===== src/design/rct_pkg.sv =====
// Shared types and constants for the RGB channel transform.
// Holds register indexes, operation codes, reset values and stage structs.
// No dependencies.
package rct_pkg;

	// default channel width and fixed field widths
	localparam int CHANNEL_BITS_DEF = 8;
	localparam int OP_W             = 5;
	localparam int THRESH_W         = 17;
	localparam int OFFSET_W         = 8;
	localparam int CFG_IDX_W        = 3;
	localparam int CFG_DATA_W       = 17;

	// register indexes on the configuration port
	typedef enum logic [CFG_IDX_W-1:0] {
		REG_OPERATION      = 3'd0,
		REG_KEEP_GRAY      = 3'd1,
		REG_GRAY_THRESHOLD = 3'd2,
		REG_OFFSET_RED     = 3'd3,
		REG_OFFSET_GREEN   = 3'd4,
		REG_OFFSET_BLUE    = 3'd5
	} reg_idx_t;

	// operation codes; codes above OP_RED_SHIFT pass the entry through
	typedef enum logic [OP_W-1:0] {
		OP_R_FROM_G   = 5'd0,
		OP_R_FROM_B   = 5'd1,
		OP_G_FROM_R   = 5'd2,
		OP_G_FROM_B   = 5'd3,
		OP_B_FROM_R   = 5'd4,
		OP_B_FROM_G   = 5'd5,
		OP_SWAP_RG    = 5'd6,
		OP_SWAP_GB    = 5'd7,
		OP_SWAP_BR    = 5'd8,
		OP_HALVE_R    = 5'd9,
		OP_HALVE_G    = 5'd10,
		OP_HALVE_B    = 5'd11,
		OP_DOUBLE_R   = 5'd12,
		OP_DOUBLE_G   = 5'd13,
		OP_DOUBLE_B   = 5'd14,
		OP_DOM_SWAP_R = 5'd15,
		OP_DOM_SWAP_G = 5'd16,
		OP_DOM_SWAP_B = 5'd17,
		OP_ADD_OFFS   = 5'd18,
		OP_SUB_OFFS   = 5'd19,
		OP_RED_SHIFT  = 5'd20,
		OP_PASS       = 5'd31
	} op_t;

	// reset values
	localparam op_t                  OPERATION_RST  = OP_PASS;
	localparam logic [THRESH_W-1:0]  THRESHOLD_RST  = THRESH_W'(1000);

	// configuration registers as seen by the datapath
	typedef struct packed {
		op_t                 operation;
		logic                keep_gray;
		logic [THRESH_W-1:0] gray_threshold;
		logic [OFFSET_W-1:0] offset_red;
		logic [OFFSET_W-1:0] offset_green;
		logic [OFFSET_W-1:0] offset_blue;
	} cfg_t;

	// decisions handed from the analysis stages to the apply stage
	typedef struct packed {
		logic skip;
		logic swap_rb;
		logic swap_rg;
		logic swap_gb;
		logic red_shift;
	} flags_t;

endpackage


===== src/design/rct_cfg.sv =====
// Configuration register file for the RGB channel transform.
// Depends on rct_pkg (cfg_t, reg_idx_t, reset values).
module rct_cfg import rct_pkg::*; (
	input  logic                  clk,
	input  logic                  arst_n,
	input  logic                  cfg_valid,
	input  logic [CFG_IDX_W-1:0]  cfg_index,
	input  logic [CFG_DATA_W-1:0] cfg_data,
	output cfg_t                  cfg
);

	cfg_t cfg_q;

	// one register written per beat; unknown indexes are dropped
	always_ff @(posedge clk or negedge arst_n) begin
		if (!arst_n) begin
			cfg_q.operation      <= OPERATION_RST;
			cfg_q.keep_gray      <= 1'b0;
			cfg_q.gray_threshold <= THRESHOLD_RST;
			cfg_q.offset_red     <= '0;
			cfg_q.offset_green   <= '0;
			cfg_q.offset_blue    <= '0;
		end else if (cfg_valid) begin
			unique case (reg_idx_t'(cfg_index))
				REG_OPERATION:      cfg_q.operation      <= op_t'(cfg_data[OP_W-1:0]);
				REG_KEEP_GRAY:      cfg_q.keep_gray      <= cfg_data[0];
				REG_GRAY_THRESHOLD: cfg_q.gray_threshold <= cfg_data[THRESH_W-1:0];
				REG_OFFSET_RED:     cfg_q.offset_red     <= cfg_data[OFFSET_W-1:0];
				REG_OFFSET_GREEN:   cfg_q.offset_green   <= cfg_data[OFFSET_W-1:0];
				REG_OFFSET_BLUE:    cfg_q.offset_blue    <= cfg_data[OFFSET_W-1:0];
				default: ;
			endcase
		end
	end

	assign cfg = cfg_q;

endmodule


===== src/design/rct_analyze.sv =====
// Analysis stages 1 to 3: gray distance, dominance and red-shift tests,
// and the red-shift amount. Depends on rct_pkg (cfg_t, flags_t).
module rct_analyze import rct_pkg::*; #(
	parameter int CHANNEL_BITS = CHANNEL_BITS_DEF
) (
	input  logic                    clk,
	input  logic                    en1,
	input  logic                    en2,
	input  logic                    en3,
	input  cfg_t                    cfg,
	input  logic [CHANNEL_BITS-1:0] red_in,
	input  logic [CHANNEL_BITS-1:0] green_in,
	input  logic [CHANNEL_BITS-1:0] blue_in,
	output logic [CHANNEL_BITS-1:0] red_s3,
	output logic [CHANNEL_BITS-1:0] green_s3,
	output logic [CHANNEL_BITS-1:0] blue_s3,
	output logic [CHANNEL_BITS-1:0] shift_s3,
	output flags_t                  flags_s3
);

	localparam int CB  = CHANNEL_BITS;
	localparam int SQW = 2 * CB;
	localparam int DW  = (SQW + 1 > THRESH_W) ? SQW + 1 : THRESH_W;
	// widest of 1000*x, 1111*(y+z), 100*(y+z), 135*x
	localparam int PW  = CB + 12;
	// floor(x/3) for x below 2^(CB+1): multiply by ceil(2^RS/3), shift by RS
	localparam int RS  = CB + 3;
	localparam logic [RS-1:0] RECIP3 = RS'(((1 << RS) + 2) / 3);
	localparam logic [PW-1:0] K1000  = PW'(1000);
	localparam logic [PW-1:0] K1111  = PW'(1111);
	localparam logic [PW-1:0] K100   = PW'(100);
	localparam logic [PW-1:0] K135   = PW'(135);

	// ---- stage 1: channel differences squared, pair sums, min(g,b)
	logic signed [CB:0]       d_bg, d_br;
	logic signed [2*CB+1:0]   p_bg, p_br;
	logic [CB-1:0]            r_s1, g_s1, b_s1, min_gb_s1;
	logic [SQW-1:0]           sq_bg_s1, sq_br_s1;
	logic [CB:0]              sum_gb_s1, sum_rb_s1, sum_rg_s1;

	assign d_bg = signed'({1'b0, blue_in}) - signed'({1'b0, green_in});
	assign d_br = signed'({1'b0, blue_in}) - signed'({1'b0, red_in});
	assign p_bg = d_bg * d_bg;
	assign p_br = d_br * d_br;

	always_ff @(posedge clk) begin
		if (en1) begin
			r_s1      <= red_in;
			g_s1      <= green_in;
			b_s1      <= blue_in;
			sq_bg_s1  <= p_bg[SQW-1:0];
			sq_br_s1  <= p_br[SQW-1:0];
			sum_gb_s1 <= {1'b0, green_in} + {1'b0, blue_in};
			sum_rb_s1 <= {1'b0, red_in} + {1'b0, blue_in};
			sum_rg_s1 <= {1'b0, red_in} + {1'b0, green_in};
			min_gb_s1 <= (blue_in > green_in) ? green_in : blue_in;
		end
	end

	// ---- stage 2: distance sum, constant products, shift amount
	logic [CB-1:0]       r_s2, g_s2, b_s2, shift_s2;
	logic [SQW:0]        dist_s2;
	logic [PW-1:0]       r1000_s2, g1000_s2, b1000_s2;
	logic [PW-1:0]       gb1111_s2, rb1111_s2, rg1111_s2, gb100_s2, r135_s2;
	logic [CB+RS:0]      div_prod;

	assign div_prod = (CB+RS+1)'({min_gb_s1, 1'b0}) * (CB+RS+1)'(RECIP3);

	always_ff @(posedge clk) begin
		if (en2) begin
			r_s2      <= r_s1;
			g_s2      <= g_s1;
			b_s2      <= b_s1;
			dist_s2   <= {1'b0, sq_bg_s1} + {1'b0, sq_br_s1};
			r1000_s2  <= PW'(r_s1) * K1000;
			g1000_s2  <= PW'(g_s1) * K1000;
			b1000_s2  <= PW'(b_s1) * K1000;
			gb1111_s2 <= PW'(sum_gb_s1) * K1111;
			rb1111_s2 <= PW'(sum_rb_s1) * K1111;
			rg1111_s2 <= PW'(sum_rg_s1) * K1111;
			gb100_s2  <= PW'(sum_gb_s1) * K100;
			r135_s2   <= PW'(r_s1) * K135;
			shift_s2  <= div_prod[RS +: CB];
		end
	end

	// ---- stage 3: comparisons become decision flags
	flags_t flags_d;

	always_comb begin
		flags_d.skip      = cfg.keep_gray && (DW'(dist_s2) < DW'(cfg.gray_threshold));
		flags_d.swap_rb   = r1000_s2 > gb1111_s2;
		flags_d.swap_rg   = g1000_s2 > rb1111_s2;
		flags_d.swap_gb   = b1000_s2 > rg1111_s2;
		flags_d.red_shift = gb100_s2 > r135_s2;
	end

	always_ff @(posedge clk) begin
		if (en3) begin
			red_s3   <= r_s2;
			green_s3 <= g_s2;
			blue_s3  <= b_s2;
			shift_s3 <= shift_s2;
			flags_s3 <= flags_d;
		end
	end

endmodule


===== src/design/rct_apply.sv =====
// Stage 4: applies the configured operation, clamps, and holds the result.
// Depends on rct_pkg (cfg_t, flags_t, op_t).
module rct_apply import rct_pkg::*; #(
	parameter int CHANNEL_BITS = CHANNEL_BITS_DEF
) (
	input  logic                    clk,
	input  logic                    en4,
	input  cfg_t                    cfg,
	input  logic [CHANNEL_BITS-1:0] red_s3,
	input  logic [CHANNEL_BITS-1:0] green_s3,
	input  logic [CHANNEL_BITS-1:0] blue_s3,
	input  logic [CHANNEL_BITS-1:0] shift_s3,
	input  flags_t                  flags_s3,
	output logic [CHANNEL_BITS-1:0] red_s4,
	output logic [CHANNEL_BITS-1:0] green_s4,
	output logic [CHANNEL_BITS-1:0] blue_s4,
	output logic                    skip_s4
);

	localparam int CB = CHANNEL_BITS;
	// room for channel plus offset, and for channel minus offset
	localparam int AW = ((CB > OFFSET_W) ? CB : OFFSET_W) + 2;
	localparam logic signed [AW-1:0] CMAX = signed'(AW'({CB{1'b1}}));

	function automatic logic [CB-1:0] clamp_ch(input logic signed [AW-1:0] v);
		logic [CB-1:0] res;
		if (v < 0)
			res = '0;
		else if (v > CMAX)
			res = {CB{1'b1}};
		else
			res = v[CB-1:0];
		return res;
	endfunction

	logic signed [AW-1:0] rx, gx, bx, tx, offr, offg, offb;
	logic signed [AW-1:0] nr, ng, nb;

	assign rx   = signed'(AW'(red_s3));
	assign gx   = signed'(AW'(green_s3));
	assign bx   = signed'(AW'(blue_s3));
	assign tx   = signed'(AW'(shift_s3));
	assign offr = signed'(AW'(cfg.offset_red));
	assign offg = signed'(AW'(cfg.offset_green));
	assign offb = signed'(AW'(cfg.offset_blue));

	// operation select
	always_comb begin
		nr = rx;
		ng = gx;
		nb = bx;
		unique case (cfg.operation)
			OP_R_FROM_G: nr = gx;
			OP_R_FROM_B: nr = bx;
			OP_G_FROM_R: ng = rx;
			OP_G_FROM_B: ng = bx;
			OP_B_FROM_R: nb = rx;
			OP_B_FROM_G: nb = gx;
			OP_SWAP_RG: begin
				nr = gx;
				ng = rx;
			end
			OP_SWAP_GB: begin
				ng = bx;
				nb = gx;
			end
			OP_SWAP_BR: begin
				nb = rx;
				nr = bx;
			end
			OP_HALVE_R:  nr = rx >>> 1;
			OP_HALVE_G:  ng = gx >>> 1;
			OP_HALVE_B:  nb = bx >>> 1;
			OP_DOUBLE_R: nr = rx + rx;
			OP_DOUBLE_G: ng = gx + gx;
			OP_DOUBLE_B: nb = bx + bx;
			OP_DOM_SWAP_R: begin
				if (flags_s3.swap_rb) begin
					nr = bx;
					nb = rx;
				end
			end
			OP_DOM_SWAP_G: begin
				if (flags_s3.swap_rg) begin
					nr = gx;
					ng = rx;
				end
			end
			OP_DOM_SWAP_B: begin
				if (flags_s3.swap_gb) begin
					ng = bx;
					nb = gx;
				end
			end
			OP_ADD_OFFS: begin
				nr = rx + offr;
				ng = gx + offg;
				nb = bx + offb;
			end
			OP_SUB_OFFS: begin
				nr = rx - offr;
				ng = gx - offg;
				nb = bx - offb;
			end
			OP_RED_SHIFT: begin
				if (flags_s3.red_shift) begin
					ng = gx - tx;
					nb = bx - tx;
				end
			end
			default: ;
		endcase
	end

	// result register; a gray entry leaves unchanged
	always_ff @(posedge clk) begin
		if (en4) begin
			skip_s4 <= flags_s3.skip;
			if (flags_s3.skip) begin
				red_s4   <= red_s3;
				green_s4 <= green_s3;
				blue_s4  <= blue_s3;
			end else begin
				red_s4   <= clamp_ch(nr);
				green_s4 <= clamp_ch(ng);
				blue_s4  <= clamp_ch(nb);
			end
		end
	end

endmodule


===== src/design/rgb_channel_transform.sv =====
// RGB channel transform: one palette entry in, one transformed entry out per
// beat. The datapath is four register stages (squares and sums, constant
// products, compares, operation and clamp), and an entry can be taken every
// cycle while ready is high. Each stage moves on when the stage after it is
// empty or moving, so bubbles close up while the output is stalled; ready
// drops only when all four stages are full and the result is not taken.
// Configuration writes take effect at once and must be made while no entry
// is in flight. Depends on rct_pkg, rct_cfg, rct_analyze and rct_apply.
module rgb_channel_transform import rct_pkg::*; #(
	parameter int CHANNEL_BITS = CHANNEL_BITS_DEF
) (
	input  logic                    clk,
	input  logic                    arst_n,
	// configuration write channel
	input  logic                    cfg_valid,
	output logic                    cfg_ready,
	input  logic [CFG_IDX_W-1:0]    cfg_index,
	input  logic [CFG_DATA_W-1:0]   cfg_data,
	// entry channel
	input  logic                    in_valid,
	output logic                    in_ready,
	input  logic [CHANNEL_BITS-1:0] red_in,
	input  logic [CHANNEL_BITS-1:0] green_in,
	input  logic [CHANNEL_BITS-1:0] blue_in,
	// result channel
	output logic                    out_valid,
	input  logic                    out_ready,
	output logic [CHANNEL_BITS-1:0] red_out,
	output logic [CHANNEL_BITS-1:0] green_out,
	output logic [CHANNEL_BITS-1:0] blue_out,
	output logic                    skipped_gray
);

	cfg_t                    cfg;
	logic                    v_s1, v_s2, v_s3, v_s4;
	logic                    en1, en2, en3, en4;
	logic [CHANNEL_BITS-1:0] red_s3, green_s3, blue_s3, shift_s3;
	flags_t                  flags_s3;

	assign cfg_ready = 1'b1;

	rct_cfg u_cfg (
		.clk       (clk),
		.arst_n    (arst_n),
		.cfg_valid (cfg_valid),
		.cfg_index (cfg_index),
		.cfg_data  (cfg_data),
		.cfg       (cfg)
	);

	// stage enables: a stage loads when it is empty or its successor loads
	assign en4      = !v_s4 || out_ready;
	assign en3      = !v_s3 || en4;
	assign en2      = !v_s2 || en3;
	assign en1      = !v_s1 || en2;
	assign in_ready = en1;

	// valid bits travel with the data
	always_ff @(posedge clk or negedge arst_n) begin
		if (!arst_n) begin
			v_s1 <= 1'b0;
			v_s2 <= 1'b0;
			v_s3 <= 1'b0;
			v_s4 <= 1'b0;
		end else begin
			if (en1) v_s1 <= in_valid;
			if (en2) v_s2 <= v_s1;
			if (en3) v_s3 <= v_s2;
			if (en4) v_s4 <= v_s3;
		end
	end

	rct_analyze #(.CHANNEL_BITS(CHANNEL_BITS)) u_analyze (
		.clk      (clk),
		.en1      (en1),
		.en2      (en2),
		.en3      (en3),
		.cfg      (cfg),
		.red_in   (red_in),
		.green_in (green_in),
		.blue_in  (blue_in),
		.red_s3   (red_s3),
		.green_s3 (green_s3),
		.blue_s3  (blue_s3),
		.shift_s3 (shift_s3),
		.flags_s3 (flags_s3)
	);

	rct_apply #(.CHANNEL_BITS(CHANNEL_BITS)) u_apply (
		.clk      (clk),
		.en4      (en4),
		.cfg      (cfg),
		.red_s3   (red_s3),
		.green_s3 (green_s3),
		.blue_s3  (blue_s3),
		.shift_s3 (shift_s3),
		.flags_s3 (flags_s3),
		.red_s4   (red_out),
		.green_s4 (green_out),
		.blue_s4  (blue_out),
		.skip_s4  (skipped_gray)
	);

	assign out_valid = v_s4;

endmodule


===== config.mk =====
export PLATFORM = sky130hd
export DESIGN_NAME = rgb_channel_transform
export DESIGN_NICKNAME = d
export VERILOG_FILES = /design/src/design/rct_pkg.sv /design/src/design/rct_cfg.sv /design/src/design/rct_analyze.sv /design/src/design/rct_apply.sv /design/src/design/rgb_channel_transform.sv
export SDC_FILE = /design/constraint.sdc
export NUM_CORES = 2
export LEC_CHECK = 0
export BUFFER_PORTS_ARGS = -buffer_cell sky130_fd_sc_hd__buf_2
export CAP_MARGIN = 20
export CORE_MARGIN = 8
export CORE_UTILIZATION = 50
export DETAILED_ROUTE_END_ITERATION = 6
export PLACE_DENSITY = 0.66
export SLEW_MARGIN = 20
export SYNTH_ARGS = -nofsm -noshare
export SYNTH_HDL_FRONTEND = slang
export SYNTH_SLANG_ARGS = --single-unit

===== constraint.sdc =====
create_clock -name clk -period 11.7 [get_ports clk]
set_input_delay 1.755 -clock clk [delete_from_list [all_inputs] [get_ports clk]]
set_output_delay 1.755 -clock clk [all_outputs]
set_load 0.01 [all_outputs]

==> metrics.log <==
[metrics] Cells after Synth: between 3000 and 4000
[metrics] highest attainable clock frequency: roughly 120 MHz
[metrics] relative slew slack: about a fifth
[metrics] kind of end point of the critical path: flip-flop
[metrics] CTS Root Buffer Type: clkbuf_16
[metrics] run status: finished with violations
[metrics] post-CTS setup buffer count: 0
[metrics] average wire length per cell after detail routing: 18.0 um
[metrics] data arrival time at the worst-slack endpoint: between 8 and 9 ns
[metrics] global routing met3 resource utilization: about 2.4%
[metrics] via count of the first global-routing pass: roughly 24000
[metrics] average instance area after synthesis: between 10 and 15 sq um
[metrics] final hold violation count: 0
[metrics] area of the die: 0.0802 sq mm
[metrics] period utilization: 68.5%
[metrics] Crit path depth: 26
[metrics] category of the critical setup timing path: in2reg
[metrics] deepest clock path buffer count: 3
[metrics] y dimension of the die: 283 um
[metrics] remaining number of nets flagged by the antenna check after routing: 0
[metrics] met1 routing resource usage after global routing: 25.6%
[metrics] setup-violating endpoint count in the final report: 0
[metrics] most common cell in the synthesized netlist: ha_1
[metrics] pin count of the biggest net entering global routing: 82
[metrics] fraction of layout cells with a size suffix above 1: 7.61%
[metrics] starting utilization of the core area: 50.2%
[metrics] slew at the pin closest to its max-slew limit: 1.17 ns
[metrics] Antenna Cells: 0
[metrics] HPWL after DPL: 63.9 mm
[metrics] Synth Cell Area: 0.0357 sq mm
[metrics] worst r2r path cells: 13
[metrics] count of instances resized after the clock tree is built: 0
[metrics] global route total overflow: 0
[metrics] clock slew seen by the registers of the worst setup and hold paths: about 0.060 ns
[metrics] # clock sinks: approximately 380
[metrics] type of the most critical hold path: reg2reg
[metrics] Slew Limit Fails: 0
[metrics] Overall Global Routing Usage: 19.7%
[metrics] Post-synth top cells: 601 x ha_1, 581 x inv_1, 325 x edfxtp_1
[metrics] number of port buffers: between 70 and 80
[metrics] unrepaired setup endpoints after global routing: no
[metrics] first-pass detailed-route iteration total: 7
[metrics] slowest stage delay, CP: 0.71 ns
[metrics] Critical Path Slowest Stage Cell: xor2_1
[metrics] Total Wirelength: 79.1 mm
[metrics] starting DRC count in detailed routing: 1403
[metrics] TritonCTS clock tree: done
[metrics] sequential area share after synthesis: 30.9%
[metrics] violated checks: design-rule violations
[metrics] via-per-instance ratio: 5.43
[metrics] cell types occupying the most area after synthesis: edfxtp_1 27%, ha_1 21%, fa_1 15%, inv_1 6.1%, xnor2_1 3.8%
[metrics] leading register cell type out of synthesis: edfxtp_1
[metrics] number of remaining DRC errors: 5
[metrics] Post-synth EDFFs: approximately 330
[metrics] synth-to-layout area growth: 8.23%
[metrics] largest driver fanout on the critical path: 11
[metrics] final net count: 4332
[metrics] clock buffer count from CTS: 45
[metrics] number of levels in the clock H-tree: 2
[metrics] total of flip-flops plus latches after synthesis: 376
[metrics] wire length of the first global-routing pass: 128 mm
[metrics] global-route track usage on met2: roughly 35%
[metrics] final RePlAce weighted congestion: 0.938
[metrics] area of the placeable core: around 0.071 sq mm
[metrics] fraction of registers with async set/reset: 13.6%
[metrics] time the worst path needs with I/O delays and setup: 8.01 ns
[metrics] library cell occupying the most area in the post-synthesis netlist: edfxtp_1
[metrics] family with the most delay on the worst path: adder cells
[metrics] initial antenna violation count: 0
[metrics] share of the synthesized area in the top cell type: between 20 and 30%
[metrics] die outline width: ~280 um
[metrics] vias after detailed routing: 23800
[metrics] clock latency at the later pin of the worst-skew pair: 0.59 ns
[metrics] number of warnings printed during yosys synthesis: 0
[metrics] Critical path buffers and inverters: 6
[metrics] number of top-level pins: 77
[metrics] count of standard-cell rows: 98
[metrics] max-capacitance violation count: 0
[metrics] worst-case clock skew: around 0.033 ns
[metrics] global route hottest layer: met2
[metrics] Hold Path Cell Cnt: 0
[metrics] Required @ worst endpoint: around 12 ns
[metrics] post-synth cell types: 93
[metrics] net count of the mapped netlist: 4238
[metrics] count of hold buffers inserted by post-cts repair: 0
[metrics] startpoint class of the critical path: input port
[metrics] final total negative setup slack: 0 ns
layer usage:
metal	up-vias	part of all wire [%]
met5	-	0
met4	0	2.8
met3	140	4.3
met2	540	49
met1	11600	44
li1	11600	-
cells in the final DEF, fill, tap and decap left out, types with 15 or more instances in the layout:
master,count
buf_2,75
dfrtp_1,40
mux2_2,51
clkbuf_16,46
inv_1,581
nor2b_1,38
o21ai_0,135
ha_1,601
o21a_1,25
nand2_1,149
o21bai_1,30
a21o_1,69
nand3_1,28
xnor2_1,154
fa_1,276
nor2_1,163
nand4_1,21
a21oi_1,156
nor3_1,32
a31oi_1,15
nand2b_1,41
a211oi_1,21
a221oi_1,15
edfxtp_1,325
xor2_1,63
cell type report:
class                      count  area, sq um
tap                          950         1190
inverter                     584         2190
sequential                   376        11000
clock buffer                  57         1210
clock inverter                27          243
multi-input combinational   2312        22300
timing repair buffer          87          465
fill                        6282        32500
path summary, 6_finish.rpt:
| kind | from | endpoint | slack (ns) |
|---|---|---|---|
| setup / recovery | red_in[1] | u_analyze.sq_br_s1[15] | 3.69 |
| hold / removal | u_analyze.g_s2[4] | u_analyze.green_s3[4] | 0.41 |
| setup reg to reg | u_cfg.cfg[46] | u_apply.blue_s4[5] | 6.56 |
| hold reg to reg | u_analyze.g_s2[4] | u_analyze.green_s3[4] | 0.41 |
| max in group asynchronous | arst_n | u_cfg.cfg[35] | 9.93 |
| min in group asynchronous | arst_n | u_cfg.cfg[21] | 1.29 |
flip-flops by register name, indices dropped and copies added (netlist names), 9 cells and up:
signal and cells:
u_analyze.r1000_s2 13, u_analyze.rg1111_s2 20, u_analyze.sum_gb_s1 9, u_analyze.g1000_s2 13, u_analyze.b1000_s2 13, u_analyze.r135_s2 15, u_cfg.cfg 47, u_analyze.gb1111_s2 20
u_analyze.gb100_s2 13, u_analyze.rb1111_s2 20, u_analyze.dist_s2 17, u_analyze.sum_rb_s1 9, u_analyze.sq_br_s1 14, u_analyze.sq_bg_s1 14, u_analyze.sum_rg_s1 9
stage by stage:
stage	util, %	setup WS [ns]	hold slack, ns	std cells	cell area, sq um
final	54.4	3.69	0.413	4393	38700
after global routing	54.4	3.20	0.423	4393	38700
after CTS	54.4	3.78	0.415	4393	38700
after detailed placement	52.3	3.17	0.405	4309	37200
after global placement	52.3	3.21	0.401	4309	37200
after floorplan	-	3.90	0.400	3312	35700
worst register-to-register path, stage by stage (launching register included):
cell	delay, ns
dfstp_2	0.77
nand2_2	0.16
nor3_2	0.78
buf_4	0.43
mux2_2	0.41
fa_1	0.45
a211oi_1	0.26
nor2_1	0.12
o31a_1	0.27
o21a_1	0.17
o21ai_1	0.41
o211ai_1	0.15
a221oi_1	0.26
o21ai_0	0.19
cells by family after synthesis:
logic type	synth area share [%]
AOI/OAI and AO/OA	11.0
other	0.0105
muxes	2.00
adders and majority gates	36.5
and+or+nand+nor	7.46
xor gates and xnor gates	5.37
DFF	30.9
buffers and inverters	6.70
Power is left out: the tool's default activity adds up to more than one toggle a clock period on the data nets, which glitch-free logic cannot reach.
